`src/rtl/core/rcws_pkg.sv`:
```
// Shared constants, codes and types of the raycaster wall column shader.
package rcws_pkg;

   localparam int TEX_SIZE    = 64;
   localparam int MAX_HEIGHT  = 1024;
   localparam int MAX_WIDTH   = 2048;

   localparam int TY_BITS     = $clog2(TEX_SIZE);
   localparam int HALF_TEX    = TEX_SIZE / 2;
   localparam int FACE_TEXELS = TEX_SIZE * TEX_SIZE;
   localparam int STORE_DEPTH = 4 * FACE_TEXELS;
   localparam int ADDR_BITS   = $clog2(STORE_DEPTH);
   localparam int NUM_BITS    = 16 + TY_BITS;
   localparam int DIV_STAGES  = TY_BITS + 1;
   localparam int SPAN_BITS   = 18;

   localparam logic CMD_LOAD  = 1'b0;

   typedef enum logic [1:0] {
      FACE_NORTH,
      FACE_SOUTH,
      FACE_EAST,
      FACE_WEST
   } face_type;

   typedef enum logic [2:0] {
      KIND_LOAD,
      KIND_SKY,
      KIND_WALL,
      KIND_GROUND,
      KIND_DROP
   } kind_type;

   typedef enum logic [1:0] {
      CSR_SCREEN_HEIGHT,
      CSR_SCREEN_WIDTH,
      CSR_SKY_COLOR,
      CSR_GROUND_COLOR
   } csr_index_type;

   typedef struct packed {
      logic [10:0] screen_height;
      logic [11:0] screen_width;
      logic [23:0] sky_color;
      logic [23:0] ground_color;
   } cfg_type;

   typedef struct packed {
      kind_type               kind;
      face_type               face;
      logic [TY_BITS-1:0]     tcol;
      logic [ADDR_BITS-1:0]   load_addr;
      logic [23:0]            texel_color;
      logic [20:0]            row_base;
      logic [10:0]            column;
   } item_type;

   typedef struct packed {
      logic [NUM_BITS-1:0]    num;
      logic [15:0]            line_height;
      item_type               item;
   } div_req_type;

   typedef struct packed {
      logic [TY_BITS-1:0]     quot;
      item_type               item;
   } div_rsp_type;

endpackage

```
`src/rtl/core/rcws_divider.sv`:
```
// Pipelined restoring divider for the saturated texture row, a row bit per later stage.
module rcws_divider (
   input  logic                    clock,
   input  logic                    reset,
   input  logic                    in_valid,
   output logic                    in_ready,
   input  rcws_pkg::div_req_type   div_req,
   output logic                    out_valid,
   input  logic                    out_ready,
   output rcws_pkg::div_rsp_type   div_rsp
);

   localparam int LAST = rcws_pkg::DIV_STAGES - 1;

   logic                            vld_ff    [rcws_pkg::DIV_STAGES];
   logic [rcws_pkg::NUM_BITS-1:0]   rem_ff    [rcws_pkg::DIV_STAGES];
   logic [15:0]                     lh_ff     [rcws_pkg::DIV_STAGES];
   logic [rcws_pkg::TY_BITS-1:0]    quot_ff   [rcws_pkg::DIV_STAGES];
   rcws_pkg::item_type              item_ff   [rcws_pkg::DIV_STAGES];
   logic                            stage_rdy [rcws_pkg::DIV_STAGES+1];

   assign stage_rdy[rcws_pkg::DIV_STAGES] = out_ready;
   assign in_ready     = stage_rdy[0];
   assign out_valid    = vld_ff[LAST];
   assign div_rsp.quot = quot_ff[LAST];
   assign div_rsp.item = item_ff[LAST];

   for (genvar i = 0; i < rcws_pkg::DIV_STAGES; i++) begin : g_stage
      // The first stage only detects a quotient too large for the row bits.
      localparam int SHIFT = (i == 0) ? rcws_pkg::TY_BITS : rcws_pkg::TY_BITS - i;

      logic                            src_vld;
      logic [rcws_pkg::NUM_BITS-1:0]   src_rem;
      logic [15:0]                     src_lh;
      logic [rcws_pkg::TY_BITS-1:0]    src_quot;
      rcws_pkg::item_type              src_item;
      logic [rcws_pkg::NUM_BITS-1:0]   dvs;
      logic [rcws_pkg::NUM_BITS-1:0]   rem_in;
      logic [rcws_pkg::TY_BITS-1:0]    quot_in;
      logic                            take_bit;

      if (i == 0) begin : g_first
         assign src_vld  = in_valid;
         assign src_rem  = div_req.num;
         assign src_lh   = div_req.line_height;
         assign src_quot = '0;
         assign src_item = div_req.item;
      end else begin : g_next
         assign src_vld  = vld_ff[i-1];
         assign src_rem  = rem_ff[i-1];
         assign src_lh   = lh_ff[i-1];
         assign src_quot = quot_ff[i-1];
         assign src_item = item_ff[i-1];
      end

      always_comb begin
         dvs      = rcws_pkg::NUM_BITS'(src_lh) << SHIFT;
         take_bit = (src_rem >= dvs);
         if (i == 0) begin
            rem_in  = src_rem;
            quot_in = take_bit ? '1 : '0;
         end else begin
            rem_in  = take_bit ? src_rem - dvs : src_rem;
            quot_in = src_quot | (rcws_pkg::TY_BITS'(take_bit) << SHIFT);
         end
      end

      assign stage_rdy[i] = !vld_ff[i] || stage_rdy[i+1];

      always_ff @(posedge clock) begin
         if (reset) begin
            vld_ff[i] <= 1'b0;
         end else if (stage_rdy[i]) begin
            vld_ff[i] <= src_vld;
         end
      end

      always_ff @(posedge clock) begin
         if (stage_rdy[i] && src_vld) begin
            rem_ff[i]  <= rem_in;
            lh_ff[i]   <= src_lh;
            quot_ff[i] <= quot_in;
            item_ff[i] <= src_item;
         end
      end
   end

endmodule

```
`config.mk`:
```
export PLATFORM = sky130hd
export DESIGN_NAME = rcws_divider
export DESIGN_NICKNAME = d
export VERILOG_FILES = /design/src/rtl/core/rcws_pkg.sv /design/src/rtl/core/rcws_divider.sv
export SDC_FILE = /design/constraint.sdc
export NUM_CORES = 1
export LEC_CHECK = 0
export ABC_AREA = 1
export BUFFER_PORTS_ARGS = -buffer_cell sky130_fd_sc_hd__buf_4
export CORE_ASPECT_RATIO = 1.75
export CORE_MARGIN = 5
export CORE_UTILIZATION = 65
export CTS_CLUSTER_DIAMETER = 150
export CTS_CLUSTER_SIZE = 10
export DETAILED_ROUTE_END_ITERATION = 10
export GPL_ROUTABILITY_DRIVEN = 1
export PLACE_DENSITY = 0.95
export RECOVER_POWER = 25
export SYNTH_ARGS = -nofsm -noshare
export SYNTH_HDL_FRONTEND = slang
export SYNTH_SLANG_ARGS = --single-unit
```
`constraint.sdc`:
```
create_clock -name clock -period 14.3 [get_ports clock]
set_input_delay 0 -clock clock [delete_from_list [all_inputs] [get_ports clock]]
set_output_delay 0 -clock clock [all_outputs]
set_load 0.02 [all_outputs]
```
==> results.py, run 1 <==
metrics = {
    "yosys": {
        "ys_seq_elements": 829,
        "synth-main-ff-cell": "edfxtp_1",
        "syn_area_mm2": 0.0331,
        "ys_seq_area_share_pct": 75.2,
        "synth_most_common_cell": "edfxtp_1",
        "synth-edff-count": 829,
        "synth_area_leaders": "edfxtp_1 (75%), nand2_1 (7.8%), ha_1 (4.2%)",
        "syn-instance-count": 2509,
        "async_reset_ff_share_pct": 0,
        "synthesis.nets": 2749,
        "synth-warning-count": 0,
        "ys_types": 37,
        "yosysTopAreaCellShare_pct": 75.2,
        "avgSynthCellArea_um2": 13.2,
        "yosys.area.top_type": "edfxtp_1",
        "synth_commonest_cells": "edfxtp_1 (829), nand2_1 (689), inv_1 (355)",
    },
    "clocking": {
        "post-cts-setup-buffers": 0,
        "clock-sinks": 829,
        "cts_resized": 0,
        "h-tree-depth": 3,
        "cts.path.max_buffers": 3,
        "root_buffer": "clkbuf_16",
        "numCtsBuffers": 92,
    },
    "placed_design": {
        "routabilityCongestion": 0.967,
        "placed_cells": 3379,
        "port_buffers": 211,
        "dp_slack_ps": 11150,
        "hpwl_mm": 58.8,
    },
    "floorplan": {
        "die_h_um": 308,
        "io_pins": 212,
        "rows": 109,
        "initial_core_util_pct": 65.6,
        "dieWidth_um": 181,
    },
    "run_status": {
        "status": "did not finish",
        "error_line": "[ERROR GRT-0116] Global routing finished with congestion. Check the congestion regions in the DRC Viewer.",
        "lastStage": "global routing",
    },
    "grt": {
        "grtUsageTotal_pct": 48.5,
        "grt_pass1_vias": 27100,
        "grt_first_pass_wirelength_mm": 192,
        "grt_start_max_net_pins": 100,
        "gr-total-overflow": 30,
    },
}
## routing by layer
metal / GRT usage, % / GRT overflow
met5: 16.3 / 1
met4: 42.4 / 16
met3: 30.0 / 1
met2: 71.5 / 12
met1: 45.5 / 0
## logic make-up after synthesis
family / share of synthesized area (%)
adder cells (fa/ha/maj): 4.54
buffers and inverters: 4.41
AND/OR/NAND/NOR: 12.8
XOR/XNOR: 1.11
AO/OA/AOI/OAI: 1.88
flip-flops: 75.2
## per-stage QoR
step	util [%]	cell area [um^2]
2_1_floorplan	-	33100
3_3_place_gp	70.3	35500
3_5_place_dp	70.3	35500
4_1_cts	77.7	39200
## timing repair
| item | CTS |
|---|---|
| endpoints found under the setup margin | 0 |
| hold endpoints to repair | 134 |
| hold buffers | 123 |
==> run 2, diff against run 1 <==
--- a/config.mk
+++ b/config.mk
@@ -7,14 +7,11 @@
 export LEC_CHECK = 0
 export ABC_AREA = 1
 export BUFFER_PORTS_ARGS = -buffer_cell sky130_fd_sc_hd__buf_4
-export CORE_ASPECT_RATIO = 1.75
 export CORE_MARGIN = 5
-export CORE_UTILIZATION = 65
-export CTS_CLUSTER_DIAMETER = 150
-export CTS_CLUSTER_SIZE = 10
+export CORE_UTILIZATION = 40
 export DETAILED_ROUTE_END_ITERATION = 10
 export GPL_ROUTABILITY_DRIVEN = 1
-export PLACE_DENSITY = 0.95
+export PLACE_DENSITY_LB_ADDON = 0.15
 export RECOVER_POWER = 25
 export SYNTH_ARGS = -nofsm -noshare
 export SYNTH_HDL_FRONTEND = slang
==> run 2 against run 1 <==
Against the previous run:
- the flow now finishes without violations
- synthesized area unchanged
- synthesized cell count unchanged
==> results.py, run 2 <==
metrics = {
    "yosys": {
        "synth-edff-count": 829,
        "syn_area_mm2": 0.0331,
        "synth_area_leaders": "edfxtp_1 (75%), nand2_1 (7.8%), ha_1 (4.2%)",
        "async_reset_ff_share_pct": 0,
        "synth_compound_area_share_pct": 1.88,
        "synth_top_family_by_area": "simple AND/OR/NAND/NOR gates",
        "ys_seq_elements": 829,
        "ys_seq_area_share_pct": 75.2,
        "ys_types": 37,
        "synth-main-ff-cell": "edfxtp_1",
        "synth-warning-count": 0,
        "yosys.area.top_type": "edfxtp_1",
        "synthSimpleGateAreaFrac_pct": 12.8,
        "avgSynthCellArea_um2": 13.2,
        "yosysTopAreaCellShare_pct": 75.2,
        "synthesis.nets": 2749,
        "syn-instance-count": 2509,
        "synth_most_common_cell": "edfxtp_1",
        "synth_xor_area_share_pct": 1.11,
        "synth_mux_area_share_pct": 0,
        "synth_commonest_cells": "edfxtp_1 (829), nand2_1 (689), inv_1 (355)",
        "synthAdderAreaFrac_pct": 4.54,
    },
    "cells_and_area": {
        "diodes": 0,
        "syn2layout_area_growth_pct": 20.4,
        "multiInputGateArea_mm2": 0.00676,
        "layout_commonest_cell": "edfxtp_1",
        "largest_reg_flops": 567,
        "regMostFlops": "item_ff",
        "final_cell_mix": "edfxtp_1 (829), nand2_1 (689), inv_1 (351)",
        "layout-drive-gt1-share_pct": 10.7,
        "final_nets": 3167,
        "largestRegisters": "item_ff x567, rem_ff x132, lh_ff x96",
        "n_fill_cell": 7101,
        "final-seq-area_mm2": 0.0249,
    },
    "floorplan": {
        "io_pins": 212,
        "die_area_mm2": 0.0886,
        "die_h_um": 298,
        "initial_core_util_pct": 40.3,
        "core_mm2": 0.0821,
        "dieWidth_um": 298,
        "rows": 105,
    },
    "sta": {
        "fin_tns_setup_ps": 0,
        "fin_crit_sh_pct": 21.6,
        "setup_ws_ps": 11220,
        "worst_pin_slew_ps": 1030,
        "slew_headroom_pct": 31.3,
        "hold_viol": 0,
        "grt_setup_unrepaired": "no",
        "fin_worst_skew_ps": 30.6,
        "setup_viol": 0,
        "clock.fmax_ghz": 0.324,
        "fin_crit_ps": 3080,
        "slew_viol_final": 0,
    },
    "grt": {
        "grt_start_max_net_pins": 84,
        "gr-total-overflow": 0,
        "antenna_found_initial": 0,
        "grt_pass1_vias": 19500,
        "grtUsageTotal_pct": 16.0,
        "grt_first_pass_wirelength_mm": 110,
    },
    "run_status": {
        "status": "completed",
    },
    "critical_path": {
        "crit_path_frequent_cell": "nand3_1",
        "crit_path_end_kind": "flop",
        "path_cells": "inv_1, ha_1, inv_1, fa_1, nand3_1, nand3_2, nand3_1, nand3_1, nand2_1, nand2_1, inv_2, o21ai_0",
        "cp-start-kind": "flop",
        "arrival_ps": 3420,
        "crit_path_max_incr_delay_ps": 510,
        "crit_path_top_delay_cell": "inv_2",
        "crit_fanout": 25,
        "crit_type": "reg2reg",
        "cp.required_ps": 14640,
    },
    "routing": {
        "drc": 0,
        "first_iter_violations": 1246,
        "num_vias": 18900,
        "dr.pass1.iters": 5,
        "wl_per_cell_um": 17.5,
        "drt_wl_total_mm": 71.2,
        "viasPerCell": 4.64,
        "ant_nets": 0,
    },
    "power_and_ir_drop": {
        "p_int_mw": 4.10,
        "swShare_pct": 21.8,
        "powerDensity_mw_per_mm2": 131,
        "power_switching_mw": 1.14,
        "p_clk_share_pct": 41.2,
        "p_leak_nw": 15.7,
        "combPwrFrac_pct": 5.8,
        "pwr-share-seq_pct": 53.0,
        "irDropWorstVdd_v": 0.0000961,
    },
    "run": {
        "maxCapViolations": 0,
    },
    "clocking": {
        "numCtsBuffers": 88,
        "clock-sinks": 829,
        "post-cts-setup-buffers": 0,
        "clkSlewWorstSetupHoldPaths_ps": 60,
        "root_buffer": "clkbuf_16",
        "h-tree-depth": 3,
        "cts.path.max_buffers": 3,
        "clk_latency_ps": 640,
        "cts_resized": 0,
        "postCtsHoldBufs": 123,
        "cts_tree": "built",
    },
    "worst_hold_path": {
        "hold_class": "in2reg",
    },
    "placed_design": {
        "dp_slack_ps": 11220,
        "hpwl_mm": 51.2,
        "routabilityCongestion": 0.902,
        "port_buffers": 211,
    },
}
-- run 2: kinds of logic after synthesis --
kind of cell               after synthesis
and+or+nand+nor                       1031
DFF                                    829
buffers and inverters                  373
AOI/OAI and AO/OA                      117
adders and majority gates              117
xor gates and xnor gates                42
-- run 2: routing by layer --
| layer | vias to the layer above | part of all wire, % | wire length [um] | track usage [%] |
|---|---|---|---|---|
| li1 | 9412 | - | - | - |
| met1 | 8985 | 43 | 30600 | 20.3 |
| met2 | 365 | 50 | 35800 | 28.0 |
| met3 | 123 | 3.7 | 2670 | 2.49 |
| met4 | 0 | 2.9 | 2060 | 5.53 |
| met5 | - | 0 | 0 | 0 |
-- run 2: power by group through the flow --
stage | Clock (mW) | Combinational, mW | Sequential, mW
finish | 2.16 | 0.303 | 2.78
global route | 2.34 | 0.344 | 2.78
CTS | 2.23 | 0.314 | 2.78
detailed placement | 0 | 0.286 | 2.83
global placement | 0 | 0.283 | 2.83
floorplan | 0 | 0.188 | 2.82
-- run 2: final cells by class --
type / count / share of cell area [%]
Clock buffer: 107 / 5.71
Clock inverter: 56 / 1.29
Inverter: 357 / 3.41
Multi-Input combinational cell: 1307 / 17.0
Sequential cell: 829 / 62.5
Tap cell: 1070 / 3.36
Timing Repair Buffer: 344 / 6.79
-- run 2: final timing paths --
check                      start        endpoint  slack [ps]  cells after the start
setup reg to reg    rem_ff[3][2]    rem_ff[4][8]       11220                     12
setup / recovery    rem_ff[3][2]    rem_ff[4][8]       11220                     12
hold / removal        div_req[0]   item_ff[0][0]          80                      2
hold reg to reg   item_ff[1][66]  item_ff[2][66]         400                      0
-- run 2: worst max-delay path: cells and delay by family (launching register included) --
family	cells	cell delay, ps
AO/OA/AOI/OAI	1	170
AND/OR/NAND/NOR	6	980
adder cells (fa/ha/maj)	2	580
buffers and inverters	3	650
flip-flops	1	390
-- run 2: metrics by stage --
| stage | power (mW) | std cells | cell area [um^2] | hold slack, ps | util, % |
|---|---|---|---|---|---|
| 2_1_floorplan | 3.01 | 2509 | 33100 | 98.9 | - |
| 3_3_place_gp | 3.11 | 3784 | 36000 | 179 | 43.9 |
| 3_5_place_dp | 3.12 | 3784 | 36000 | 179 | 43.9 |
| 4_1_cts | 5.33 | 4070 | 40000 | 18.7 | 48.8 |
| 5_1_grt | 5.47 | 4070 | 39800 | 57.9 | 48.5 |
| 6_report | 5.24 | 4070 | 39800 | 84.7 | 48.5 |
Power figures use the tool's default switching activity.
