===== src/rtl/core/rcws_pkg.sv =====
// Shared constants, codes and types of the raycaster wall column shader.
package rcws_pkg;

   localparam int TEX_SIZE    = 64;
   localparam int MAX_HEIGHT  = 1024;
   localparam int MAX_WIDTH   = 2048;

   localparam int TY_BITS     = $clog2(TEX_SIZE);
   localparam int HALF_TEX    = TEX_SIZE / 2;
   localparam int FACE_TEXELS = TEX_SIZE * TEX_SIZE;
   localparam int STORE_DEPTH = 4 * FACE_TEXELS;
   localparam int ADDR_BITS   = $clog2(STORE_DEPTH);
   localparam int NUM_BITS    = 16 + TY_BITS;
   localparam int DIV_STAGES  = TY_BITS + 1;
   localparam int SPAN_BITS   = 18;

   localparam logic CMD_LOAD  = 1'b0;

   typedef enum logic [1:0] {
      FACE_NORTH,
      FACE_SOUTH,
      FACE_EAST,
      FACE_WEST
   } face_type;

   typedef enum logic [2:0] {
      KIND_LOAD,
      KIND_SKY,
      KIND_WALL,
      KIND_GROUND,
      KIND_DROP
   } kind_type;

   typedef enum logic [1:0] {
      CSR_SCREEN_HEIGHT,
      CSR_SCREEN_WIDTH,
      CSR_SKY_COLOR,
      CSR_GROUND_COLOR
   } csr_index_type;

   typedef struct packed {
      logic [10:0] screen_height;
      logic [11:0] screen_width;
      logic [23:0] sky_color;
      logic [23:0] ground_color;
   } cfg_type;

   typedef struct packed {
      kind_type               kind;
      face_type               face;
      logic [TY_BITS-1:0]     tcol;
      logic [ADDR_BITS-1:0]   load_addr;
      logic [23:0]            texel_color;
      logic [20:0]            row_base;
      logic [10:0]            column;
   } item_type;

   typedef struct packed {
      logic [NUM_BITS-1:0]    num;
      logic [15:0]            line_height;
      item_type               item;
   } div_req_type;

   typedef struct packed {
      logic [TY_BITS-1:0]     quot;
      item_type               item;
   } div_rsp_type;

endpackage


===== src/rtl/core/rcws_front.sv =====
// Request register, wall span clamping and pixel classification stages.
module rcws_front (
   input  logic                    clock,
   input  logic                    reset,
   input  rcws_pkg::cfg_type       cfg,
   input  logic                    req_valid,
   output logic                    req_ready,
   input  logic                    req_cmd,
   input  logic [1:0]              req_texture_face,
   input  logic [11:0]             req_texel_index,
   input  logic [23:0]             req_texel_color,
   input  logic [9:0]              req_row,
   input  logic [10:0]             req_column,
   input  logic [15:0]             req_line_height,
   input  logic                    req_hit_side,
   input  logic signed [1:0]       req_ray_x_sign,
   input  logic signed [1:0]       req_ray_y_sign,
   input  logic [5:0]              req_tex_column,
   output logic                    out_valid,
   input  logic                    out_ready,
   output rcws_pkg::div_req_type   div_req
);

   typedef struct packed {
      logic        cmd;
      logic [1:0]  texture_face;
      logic [11:0] texel_index;
      logic [23:0] texel_color;
      logic [9:0]  row;
      logic [10:0] column;
      logic [15:0] line_height;
      logic        hit_side;
      logic [1:0]  ray_x_sign;
      logic [1:0]  ray_y_sign;
      logic [5:0]  tex_column;
   } raw_type;

   typedef struct packed {
      logic                             is_shade;
      logic                             load_ok;
      logic                             off_screen;
      logic                             wall_nz;
      logic                             face_ok;
      logic [9:0]                       row;
      logic [9:0]                       wall_start;
      logic [10:0]                      wall_end;
      logic [rcws_pkg::SPAN_BITS-1:0]   span;
      logic [15:0]                      line_height;
      rcws_pkg::item_type               item;
   } span_type;

   logic                   a_vld_ff;
   raw_type                a_req_ff;
   raw_type                a_req_in;
   logic                   b_vld_ff;
   span_type               b_stage_ff;
   span_type               b_stage_in;
   logic                   c_vld_ff;
   rcws_pkg::div_req_type  c_stage_ff;
   rcws_pkg::div_req_type  c_stage_in;

   logic                   a_rdy;
   logic                   b_rdy;
   logic                   c_rdy;

   logic [10:0]            h;
   logic [11:0]            w;
   logic [9:0]             half_h;
   logic [14:0]            half_lh;
   logic [15:0]            start_diff;
   logic [15:0]            end_sum;
   logic [21:0]            prod;
   logic                   face_ok;
   rcws_pkg::face_type     face_sel;

   assign c_rdy     = !c_vld_ff || out_ready;
   assign b_rdy     = !b_vld_ff || c_rdy;
   assign a_rdy     = !a_vld_ff || b_rdy;
   assign req_ready = a_rdy;
   assign out_valid = c_vld_ff;
   assign div_req   = c_stage_ff;

   always_comb begin
      a_req_in.cmd          = req_cmd;
      a_req_in.texture_face = req_texture_face;
      a_req_in.texel_index  = req_texel_index;
      a_req_in.texel_color  = req_texel_color;
      a_req_in.row          = req_row;
      a_req_in.column       = req_column;
      a_req_in.line_height  = req_line_height;
      a_req_in.hit_side     = req_hit_side;
      a_req_in.ray_x_sign   = req_ray_x_sign;
      a_req_in.ray_y_sign   = req_ray_y_sign;
      a_req_in.tex_column   = req_tex_column;
   end

   always_comb begin
      face_ok  = 1'b1;
      face_sel = rcws_pkg::FACE_NORTH;
      if (!a_req_ff.hit_side) begin
         if (a_req_ff.ray_x_sign[1]) begin
            face_sel = rcws_pkg::FACE_NORTH;
         end else if (a_req_ff.ray_x_sign == 2'b01) begin
            face_sel = rcws_pkg::FACE_SOUTH;
         end else begin
            face_ok = 1'b0;
         end
      end else begin
         if (a_req_ff.ray_y_sign == 2'b01) begin
            face_sel = rcws_pkg::FACE_EAST;
         end else if (a_req_ff.ray_y_sign[1]) begin
            face_sel = rcws_pkg::FACE_WEST;
         end else begin
            face_ok = 1'b0;
         end
      end
   end

   always_comb begin
      h = (32'(cfg.screen_height) > rcws_pkg::MAX_HEIGHT) ?
          11'(rcws_pkg::MAX_HEIGHT) : cfg.screen_height;
      w = (32'(cfg.screen_width) > rcws_pkg::MAX_WIDTH) ?
          12'(rcws_pkg::MAX_WIDTH) : cfg.screen_width;
      half_h     = h[10:1];
      half_lh    = a_req_ff.line_height[15:1];
      start_diff = {6'd0, half_h} - {1'b0, half_lh};
      end_sum    = {6'd0, half_h} + {1'b0, half_lh};
      prod       = {12'd0, a_req_ff.row} * {10'd0, w};

      b_stage_in.is_shade    = (a_req_ff.cmd != rcws_pkg::CMD_LOAD);
      b_stage_in.load_ok     = (32'(a_req_ff.texel_index) < rcws_pkg::FACE_TEXELS);
      b_stage_in.off_screen  = ({1'b0, a_req_ff.row} >= h) || ({1'b0, a_req_ff.column} >= w);
      b_stage_in.wall_nz     = (a_req_ff.line_height != 16'd0);
      b_stage_in.face_ok     = face_ok;
      b_stage_in.row         = a_req_ff.row;
      b_stage_in.wall_start  = ({1'b0, half_lh} > {6'd0, half_h}) ? 10'd0 : start_diff[9:0];
      b_stage_in.wall_end    = (end_sum >= {5'd0, h}) ? h - 11'd1 : end_sum[10:0];
      b_stage_in.span        = {7'd0, a_req_ff.row, 1'b0} - {7'd0, h}
                             + {2'd0, a_req_ff.line_height};
      b_stage_in.line_height = a_req_ff.line_height;

      b_stage_in.item.kind        = rcws_pkg::KIND_DROP;
      b_stage_in.item.face        = face_sel;
      b_stage_in.item.tcol        = (32'(a_req_ff.tex_column) > rcws_pkg::TEX_SIZE - 1) ?
                                    rcws_pkg::TY_BITS'(rcws_pkg::TEX_SIZE - 1) :
                                    rcws_pkg::TY_BITS'(a_req_ff.tex_column);
      b_stage_in.item.load_addr   = rcws_pkg::ADDR_BITS'(
                                    32'(a_req_ff.texture_face) * rcws_pkg::FACE_TEXELS
                                    + 32'(a_req_ff.texel_index));
      b_stage_in.item.texel_color = a_req_ff.texel_color;
      b_stage_in.item.row_base    = prod[20:0];
      b_stage_in.item.column      = a_req_ff.column;
   end

   always_comb begin
      c_stage_in.line_height = b_stage_ff.line_height;
      c_stage_in.item        = b_stage_ff.item;
      c_stage_in.num         = b_stage_ff.span[rcws_pkg::SPAN_BITS-1] ? '0 :
                               rcws_pkg::NUM_BITS'(32'(b_stage_ff.span[rcws_pkg::SPAN_BITS-2:0])
                                                   * rcws_pkg::HALF_TEX);
      if (!b_stage_ff.is_shade) begin
         c_stage_in.item.kind = b_stage_ff.load_ok ? rcws_pkg::KIND_LOAD : rcws_pkg::KIND_DROP;
      end else if (b_stage_ff.off_screen) begin
         c_stage_in.item.kind = rcws_pkg::KIND_DROP;
      end else if (b_stage_ff.row < b_stage_ff.wall_start) begin
         c_stage_in.item.kind = rcws_pkg::KIND_SKY;
      end else if (({1'b0, b_stage_ff.row} < b_stage_ff.wall_end) && b_stage_ff.wall_nz) begin
         c_stage_in.item.kind = b_stage_ff.face_ok ? rcws_pkg::KIND_WALL : rcws_pkg::KIND_DROP;
      end else begin
         c_stage_in.item.kind = rcws_pkg::KIND_GROUND;
      end
   end

   always_ff @(posedge clock) begin
      if (reset) begin
         a_vld_ff <= 1'b0;
         b_vld_ff <= 1'b0;
         c_vld_ff <= 1'b0;
      end else begin
         if (a_rdy) begin
            a_vld_ff <= req_valid;
         end
         if (b_rdy) begin
            b_vld_ff <= a_vld_ff;
         end
         if (c_rdy) begin
            c_vld_ff <= b_vld_ff;
         end
      end
   end

   always_ff @(posedge clock) begin
      if (a_rdy && req_valid) begin
         a_req_ff <= a_req_in;
      end
      if (b_rdy && a_vld_ff) begin
         b_stage_ff <= b_stage_in;
      end
      if (c_rdy && b_vld_ff) begin
         c_stage_ff <= c_stage_in;
      end
   end

endmodule


===== config.mk =====
export PLATFORM = sky130hd
export DESIGN_NAME = rcws_front
export DESIGN_NICKNAME = d
export VERILOG_FILES = /design/src/rtl/core/rcws_pkg.sv /design/src/rtl/core/rcws_front.sv
export SDC_FILE = /design/constraint.sdc
export NUM_CORES = 1
export LEC_CHECK = 0
export ABC_AREA = 0
export BUFFER_PORTS_ARGS = -buffer_cell sky130_fd_sc_hd__buf_4
export CAP_MARGIN = 20
export CORE_ASPECT_RATIO = 1.25
export CORE_MARGIN = 2
export CORE_UTILIZATION = 50
export DETAILED_ROUTE_END_ITERATION = 12
export HOLD_SLACK_MARGIN = 0.03
export PLACE_DENSITY = 0.84
export REMOVE_ABC_BUFFERS = 1
export SYNTH_ARGS = -nofsm -noshare
export SYNTH_HDL_FRONTEND = slang
export SYNTH_SLANG_ARGS = --single-unit

===== constraint.sdc =====
create_clock -name clock -period 10.99 [get_ports clock]
set_input_delay 0.5495 -clock clock [delete_from_list [all_inputs] [get_ports clock]]
set_output_delay 0.5495 -clock clock [all_outputs]
set_load 0.005 [all_outputs]

## After elaboration in Yosys (flattened, before gate mapping)

Cells that the tools add are included.

| storage, ports and cells | value |
|---|---|
| bits in registers | 356 |
| bits of input ports | 162 |
| output and inout bits | 121 |
| word-level logic and storage cells | 90 |

| operators by class | value |
|---|---|
| $add $sub $neg | 6 |
| multiply operators | 1 |
| order comparisons | 8 |
| equal/unequal tests | 2 |
| multiplexer cells | 17 |
| bitwise gates (word level) | 1 |
| reductions and logical operators | 14 |

Operator list:

| cell | count |
|---|---|
| 11-bit 2-to-1 mux | 2 |
| 10-bit by 12-bit multiplier with 21-bit output | 1 |
| 12-bit by 17-bit adder with 18-bit output | 1 |
| 10-bit by 15-bit adder with 16-bit output | 1 |
| 16-bit by 11-bit >= comparator with 1-bit output | 1 |
| 16-bit nonzero test | 1 |
| 15-bit by 10-bit > comparator with 1-bit output | 1 |
| 14-bit by 12-bit adder with 14-bit output | 1 |
| 11-bit by 12-bit >= comparator with 1-bit output | 1 |
| 12-bit > comparator, second input constant | 1 |
| 12-bit 2-to-1 mux | 1 |
| 3-bit 2-to-1 mux | 4 |
| 11-bit by 11-bit subtractor with 12-bit output | 1 |
| 10-bit by 11-bit >= comparator with 1-bit output | 1 |
| 11-bit > comparator, second input constant | 1 |
| 10-bit by 11-bit < comparator with 1-bit output | 1 |
| 11-bit by 1-bit subtractor with 11-bit output, second input constant | 1 |
| 10-bit < comparator | 1 |
| 10-bit subtractor | 1 |
| 1-bit 2-to-1 mux | 7 |
| 2-bit 2-to-1 mux | 3 |
| 2-bit by 1-bit == test with 1-bit output, second input constant | 2 |
| 1-bit logical AND | 4 |
| 1-bit logical OR | 4 |
| other kinds (4) | 6 |

## Logic depth before layout (Yosys ltp)

Gate-level depths: netlist (run 1).

| depth | value |
|---|---|
| depth after elaboration | 5 |
| gate-level depth with buffers | 22 |
| mapped depth without buffers | 20 |

## Worst setup path after synthesis (run 1)

No wires, ideal clock.

| timing path | value |
|---|---|
| kind | input to register |
| start | input port out_ready |
| end | register b_stage_ff[0] in the netlist's numbering, enable pin |
| setup time | 0.878 ns |
| arrival time | 11.252 ns |
| required time | 10.112 ns |
| setup slack | -1.140 ns |
| cell stages on the path | 2 |
| buffers on the path | 0 |
| cell sequence | nor2b_1 a21boi_0 |

| on the way | value |
|---|---|
| longest elaborated chain between the ends | 3 |

RTL lines:

| element | line | source |
|---|---|---|
| from (decl) | rcws_front.sv:20 | `input logic out_ready,` |
| 1-bit logical OR | rcws_front.sv:76 | `assign c_rdy = !c_vld_ff \|\| out_ready;` |
| 1-bit logical OR | rcws_front.sv:77 | `assign b_rdy = !b_vld_ff \|\| c_rdy;` |
| 1-bit logical AND | rcws_front.sv:196 | `if (b_rdy && a_vld_ff) begin` |
| to (signal assigned) | rcws_front.sv:197 | `b_stage_ff <= b_stage_in;` |
| to (decl) | rcws_front.sv:56 | `span_type b_stage_ff;` |

Every way passes these cells.
A chain may end at the register's enable or synchronous reset.

==> impl_metrics.csv, run 1 <==
group,metric,value,unit
sta,relSlewSlack,32.2,%
cts,cts_setup_buffers,0,
final_layout,final-instance-count-excl-fill,2163,
sta,fin_ws,4.71,ns
cts,clk_pin_slew,0.06,ns
placement,port_buffers,229,
routing,wl_per_cell,18.3,microns
critical_path,slowest_delay,0.75,ns
outcome,status,"finished clean",
routing,drc_errors,0,
critical_path,r2r_start,"a_req_ff[41]",
critical_path,cp_slowest_cell,"nor2b_1",
routing,wirelength,39.5,mm
global_route,grt_pass1_wl,62.6,mm
worst_hold_path,min-delay-start,"reset",
final_layout,syn2layout_area_growth,17.9,%
final_layout,nets,2063,
sta,drv_slew,0,
cts,hold_buffers,0,
routing,vias,11600,
routing,first_pass_iters,5,
sta,fin_skew,0.0125,ns
final_layout,final_cell_mix,"348 x edfxtp_1, 234 x buf_4, 169 x ha_1",
logic_synthesis,yosys.cell_types.count,75,
worst_hold_path,min_path_type,"in2reg",
routing,drtAntennaViolNets,0,
floorplan,die_w,178,microns
sta,hold_viol_final,0,
sta,finalSetupViolCount,0,
cts,cts_sinks,351,
cts,cts_buffers,35,
logic_synthesis,syn_inst,1410,
cts,cts.path.max_buffers,3,
pwr,p_per_area,167,mW/mm^2
floorplan,core,0.0372,sq mm
logic_synthesis,yosys_warnings,0,
cts,post_cts_resized,0,
logic_synthesis,synth_seq_cells,351,
logic_synthesis,synth_seq_area_share,55.8,%
floorplan,fp-row-count,79,
pwr,ir_drop,0.000110,V
sta,post-route-period-util,57.1,%
placement,gp_congestion,0.919,
floorplan,dieArea,0.0393,sq mm
logic_synthesis,synth_edf_count,348,
cts,cts_tree,"yes",
global_route,grt_max_degree,76,
routing,routed_via_density,5.38,
global_route,overflow,0,
critical_path,reg2reg_setup_slack,4.88,ns
pwr,pwr-share-seq,45.3,%
cts,root_buffer,"clkbuf_16",
critical_path,worstPathMaxFanout,23,
pwr,pwr-share-comb,23.4,%
worst_hold_path,whs_path_depth,2,
placement,place_hpwl,29.4,mm
placement,dp_slack,4.23,ns
global_route,antenna_found_initial,0,
pwr,swShare,27.9,%
critical_path,critPathKind,"in2reg",
sta,max_freq,159,MHz
placement,placed_cells,2100,
logic_synthesis,async_flop_share,0,%
critical_path,crit_path_start_kind,"primary input",
cts,h-tree-depth,2,
final_layout,antenna_cells,0,
global_route,grt_pass1_vias,12200,
run,maxCapViolations,0,
floorplan,die_y,221,microns
pwr,p_int,0.00267,W
global_route,grt_use_total,20.4,%
critical_path,crit_chain,"buf_4 -> nor2b_1 -> nand2_1 -> fa_1 -> inv_1 -> fa_1 -> inv_1 -> fa_1 -> inv_1 -> fa_1 -> inv_1 -> fa_1 -> inv_1 -> ha_1 -> or3_1 -> a221oi_1 -> o311a_1 -> o221ai_1 -> o21a_1 -> nor2_1 -> xnor2_1",
pwr,p_leak,9.34,nW
floorplan,pin_count,283,
sta,rsz0062_at_grt,"false",
cts,clock_latency,0.52,ns
logic_synthesis,synth_flop_cell,"edfxtp_1",
sta,worst_pin_slew,1.02,ns
final_layout,layout-drive-gt1-share,19.0,%
sta,min_period,6.28,ns
worst_hold_path,holdPathEnd,"b_vld_ff",
floorplan,start_util,50.7,%
critical_path,rr_worst_depth,19,
logic_synthesis,syn_area,0.0188,sq mm
pwr,pwr-share-clk,31.3,%
critical_path,r2r-end,"b_stage_ff[31]",
logic_synthesis,synth_area_per_cell,13.4,sq um
sta,hold_ws,0.198,ns
critical_path,crit_path_end_kind,"flip-flop",
final_layout,layout_commonest_cell,"edfxtp_1",
critical_path,cp_data_arrival_time,6.53,ns
routing,drt_iter0_markers,677,
critical_path,required,11.25,ns
pwr,power.switching,0.00103,W
worst max path at each step:
stage	to	cells past startpoint	start	slack (ns)
after global placement	b_stage_ff[31]	21	cfg[59]	4.33
after CTS	b_stage_ff[31]	21	cfg[59]	4.73
after global routing	b_stage_ff[31]	21	cfg[59]	4.37
final	b_stage_ff[31]	21	cfg[59]	4.71
after floorplan	b_stage_ff[0]	2	out_ready	-1.14
after detailed placement	b_stage_ff[31]	21	cfg[59]	4.23
stage by stage:
step / cell area [sq um] / setup TNS (ns) / total power, W / utilization [%]
after global routing: 22200 / 0 / 0.00391 / 59.8
after CTS: 22200 / 0 / 0.00373 / 59.8
after floorplan: 18700 / -167.56 / 0.00233 / -
after global placement: 21100 / 0 / 0.00252 / 56.8
after detailed placement: 21100 / 0 / 0.00256 / 56.8
final: 22200 / 0 / 0.00370 / 59.8
critical path: cells and delay by family:
family                   cells  cell delay, ns
adder cells (fa/ha/maj)      6            2.78
AND/OR/NAND/NOR              4            1.42
AO/OA/AOI/OAI                4            1.21
buffers and inverters        6            0.43
XOR/XNOR                     1            0.11
layer usage:
layer	vias up	GRT usage [%]	share of wire, %
met1	5717	25.6	40
li1	5462	-	-
met4	0	6.69	2.7
met2	388	35.9	51
met5	-	0	0
met3	76	3.01	5.9
state kept, by name, indices dropped and copies added, names as in the netlist:
signal      flops
b_stage_ff    147
div_req       114
a_req_ff       87
a_vld_ff        1
b_vld_ff        1
out_valid       1
final cells by class:
cell class	count	area, sq um
fill	2857	14900
sequential	351	10500
multi-input combinational	876	7650
timing repair buffer	235	1760
clock buffer	41	898
tap	486	608
inverter	152	571
clock inverter	22	219
cell families after synthesis:
| group | synth area share [%] |
|---|---|
| muxes | 0.996 |
| DFF | 55.8 |
| buffers and inverters | 3.87 |
| xor gates and xnor gates | 2.65 |
| other | 0.0199 |
| and+or+nand+nor | 9.62 |
| adders and majority gates | 19.8 |
| AOI/OAI and AO/OA | 7.22 |
Yosys cell counts, drive strengths merged (3+ instances only):
cell     instances  area [sq um]
mux2            11           158
o211ai           5          37.5
a31oi            7          43.8
a21oi           44           220
a21boi           4          30.0
nor2            61           229
a2111oi          4          35.0
xor2            15           131
o21a            14           105
inv            152           571
nor3b            4          30.0
o21ai           34           170
nand4            4          25.0
nor4             6          37.5
fa              81          1620
buf              9          61.3
ha             169          2110
a211o            5          43.8
o21bai           5          37.5
o311ai           3          26.3
edfxtp         348         10500
clkbuf          26          97.6
nor2b           46           295
nand2b          16           100
and2            52           325
or2              4          25.0
nand2          105           394
xnor2           42           368
mux2i            3          30.0
a211oi          16           120
o221ai           3          26.3
a21o            26           195
nand3           14          70.1
nor3            25           130
o2111ai          3          26.3
dfxtp            3          60.1
power groups by stage:
stage          logic [W]  registers (W)  clock network, W
2_1_floorplan   0.000631        0.00170                 0
3_3_place_gp    0.000821        0.00170                 0
3_5_place_dp    0.000854        0.00171                 0
4_1_cts         0.000863        0.00168           0.00119
5_1_grt         0.000977        0.00169           0.00124
6_report        0.000865        0.00168           0.00116
Power figures use the tool's default switching activity.
==> run 2: changes to the inputs <==
- clock period: 10.99 -> 5.38 ns (I/O delays scaled with it)
==> impl_metrics.csv, run 2 (synthesized netlist as in run 1, its figures left out) <==
group,metric,value,unit
outcome,status,"finished clean",
pwr,power,0.00786,W
pwr,power.switching,0.00220,W
sta,worst_pin_slew,1.02,ns
final_layout,nets,2222,
pwr,p_leak,10.1,nW
critical_path,worstPathMaxFanout,8,
floorplan,die_y,221,microns
global_route,overflow,0,
global_route,grt_pass1_vias,12900,
placement,port_buffers,229,
routing,vias,12400,
pwr,p_int,0.00566,W
critical_path,r2r_start,"a_req_ff[40]",
sta,drv_slew,0,
final_layout,final_util,64.2,%
floorplan,pin_count,283,
pwr,ir_drop,0.000250,V
worst_hold_path,min-delay-start,"out_ready",
global_route,grt_use_total,22.1,%
worst_hold_path,whs_path_depth,4,
sta,min_period,5.24,ns
critical_path,critPathKind,"reg2reg",
cts,cts.path.max_buffers,3,
routing,drtAntennaViolNets,0,
final_layout,regMostFlops,"b_stage_ff",
cts,h-tree-depth,2,
sta,fin_skew,0.0274,ns
floorplan,dieArea,0.0393,sq mm
final_layout,layout_commonest_cell,"edfxtp_1",
routing,drc_errors,0,
final_layout,final_cell_mix,"348 x edfxtp_1, 291 x buf_4, 168 x ha_1",
pwr,pwr-share-comb,25.6,%
cts,cts_sinks,351,
critical_path,crit_path_start_kind,"flip-flop",
final_layout,final-instance-count-excl-fill,2322,
placement,placed_cells,2164,
cts,clock_latency,0.54,ns
floorplan,die_w,178,microns
sta,hold_ws,0.160,ns
floorplan,start_util,50.7,%
pwr,pwr-share-clk,31.1,%
global_route,grt_pass1_wl,67.6,mm
sta,post-route-period-util,97.5,%
worst_hold_path,min_path_type,"in2reg",
routing,first_pass_iters,5,
pwr,p_per_area,330,mW/mm^2
run,maxCapViolations,0,
floorplan,fp-row-count,79,
sta,max_freq,191,MHz
floorplan,core,0.0372,sq mm
cts,cts_tree,"yes",
routing,wl_per_cell,18.6,microns
cts,root_buffer,"clkbuf_16",
global_route,grt_max_degree,87,
critical_path,cp_data_arrival_time,5.52,ns
pwr,pwr-share-seq,43.3,%
sta,hold_viol_final,0,
final_layout,layout-drive-gt1-share,22.5,%
routing,drt_iter0_markers,852,
worst_hold_path,holdPathEnd,"out_valid",
pwr,swShare,28.0,%
cts,cts_buffers,34,
routing,wirelength,43.3,mm
critical_path,reg2reg_setup_slack,0.14,ns
placement,place_hpwl,32.0,mm
critical_path,rr_worst_depth,18,
sta,finalSetupViolCount,0,
final_layout,syn2layout_area_growth,26.6,%
routing,routed_via_density,5.33,
global_route,antenna_found_initial,0,
critical_path,required,5.66,ns
placement,gp_congestion,0.922,
cts,clk_pin_slew,0.07,ns
critical_path,crit_path_end_kind,"flip-flop",
final_layout,antenna_cells,0,
sta,relSlewSlack,31.9,%
final_layout,largest_reg_flops,147,
critical_path,r2r-end,"b_stage_ff[27]",
[run 2: through the flow]
step | worst slack [ns] | area, sq um | TNS (ns)
final | 0.136 | 23800 | 0
after CTS | 0.00221 | 23700 | 0
after floorplan | -6.60 | 18700 | -1078.46
after global routing | -0.0254 | 23800 | -0.0254
after global placement | -0.145 | 21600 | -0.573
after detailed placement | -0.275 | 21600 | -1.46
[run 2: layout make-up]
type	instances	area, sq um
Fill cell	2721	13300
Timing Repair Buffer	395	3290
Sequential cell	351	10500
Multi-Input combinational cell	876	7730
Clock inverter	23	274
Clock buffer	39	870
Tap cell	486	608
Inverter	152	571
[run 2: worst max-delay path by stage]
stage / start / endpoint / slack [ns]
6_report: a_req_ff[40] / b_stage_ff[27] / 0.14
5_1_grt: a_req_ff[43] / b_stage_ff[31] / -0.03
4_1_cts: a_req_ff[44] / b_stage_ff[29] / 0.002
3_5_place_dp: cfg[59] / b_stage_ff[28] / -0.27
3_3_place_gp: cfg[50] / b_stage_ff[31] / -0.14
2_1_floorplan: out_valid / b_stage_ff[0] / -6.60
[run 2: per-layer routing]
layer  global-route usage (%)  vias up  share of wire, %
met5                        0        -                 0
met4                     6.87        0               3.5
met3                     3.16       95               6.0
met2                     39.8      439                52
met1                     27.2     6059                39
li1                         -     5791                 -
[run 2: worst max-delay path: stages (launching register included)]
cell and delay, ns:
edfxtp_1 0.45, buf_6 0.16, buf_4 0.17, nand2_1 0.08
fa_1 0.51, inv_1 0.06, fa_2 0.56, fa_1 0.45
fa_1 0.54, inv_1 0.06, fa_1 0.53, inv_1 0.04
ha_1 0.32, nand2_1 0.12, o311a_4 0.42, buf_4 0.16
o21ai_1 0.13, a21oi_1 0.10, xnor2_1 0.13
[run 2: repair_timing]
item                                    4_1_cts  5_1_grt
resized for setup                             2       30
hold buffers                                 89        0
buffers inserted                              0        6
endpoints found under the setup margin        6        6
pin swaps                                     0       15
hold endpoints to repair                     90        0
[run 2: power by group through the flow]
| stage | logic, W | registers [W] | clock network (W) |
|---|---|---|---|
| 6_report | 0.00201 | 0.00341 | 0.00244 |
| 5_1_grt | 0.00224 | 0.00342 | 0.00260 |
| 4_1_cts | 0.00195 | 0.00341 | 0.00249 |
| 3_5_place_dp | 0.00187 | 0.00346 | 0 |
| 3_3_place_gp | 0.00181 | 0.00345 | 0 |
| 2_1_floorplan | 0.00129 | 0.00347 | 0 |
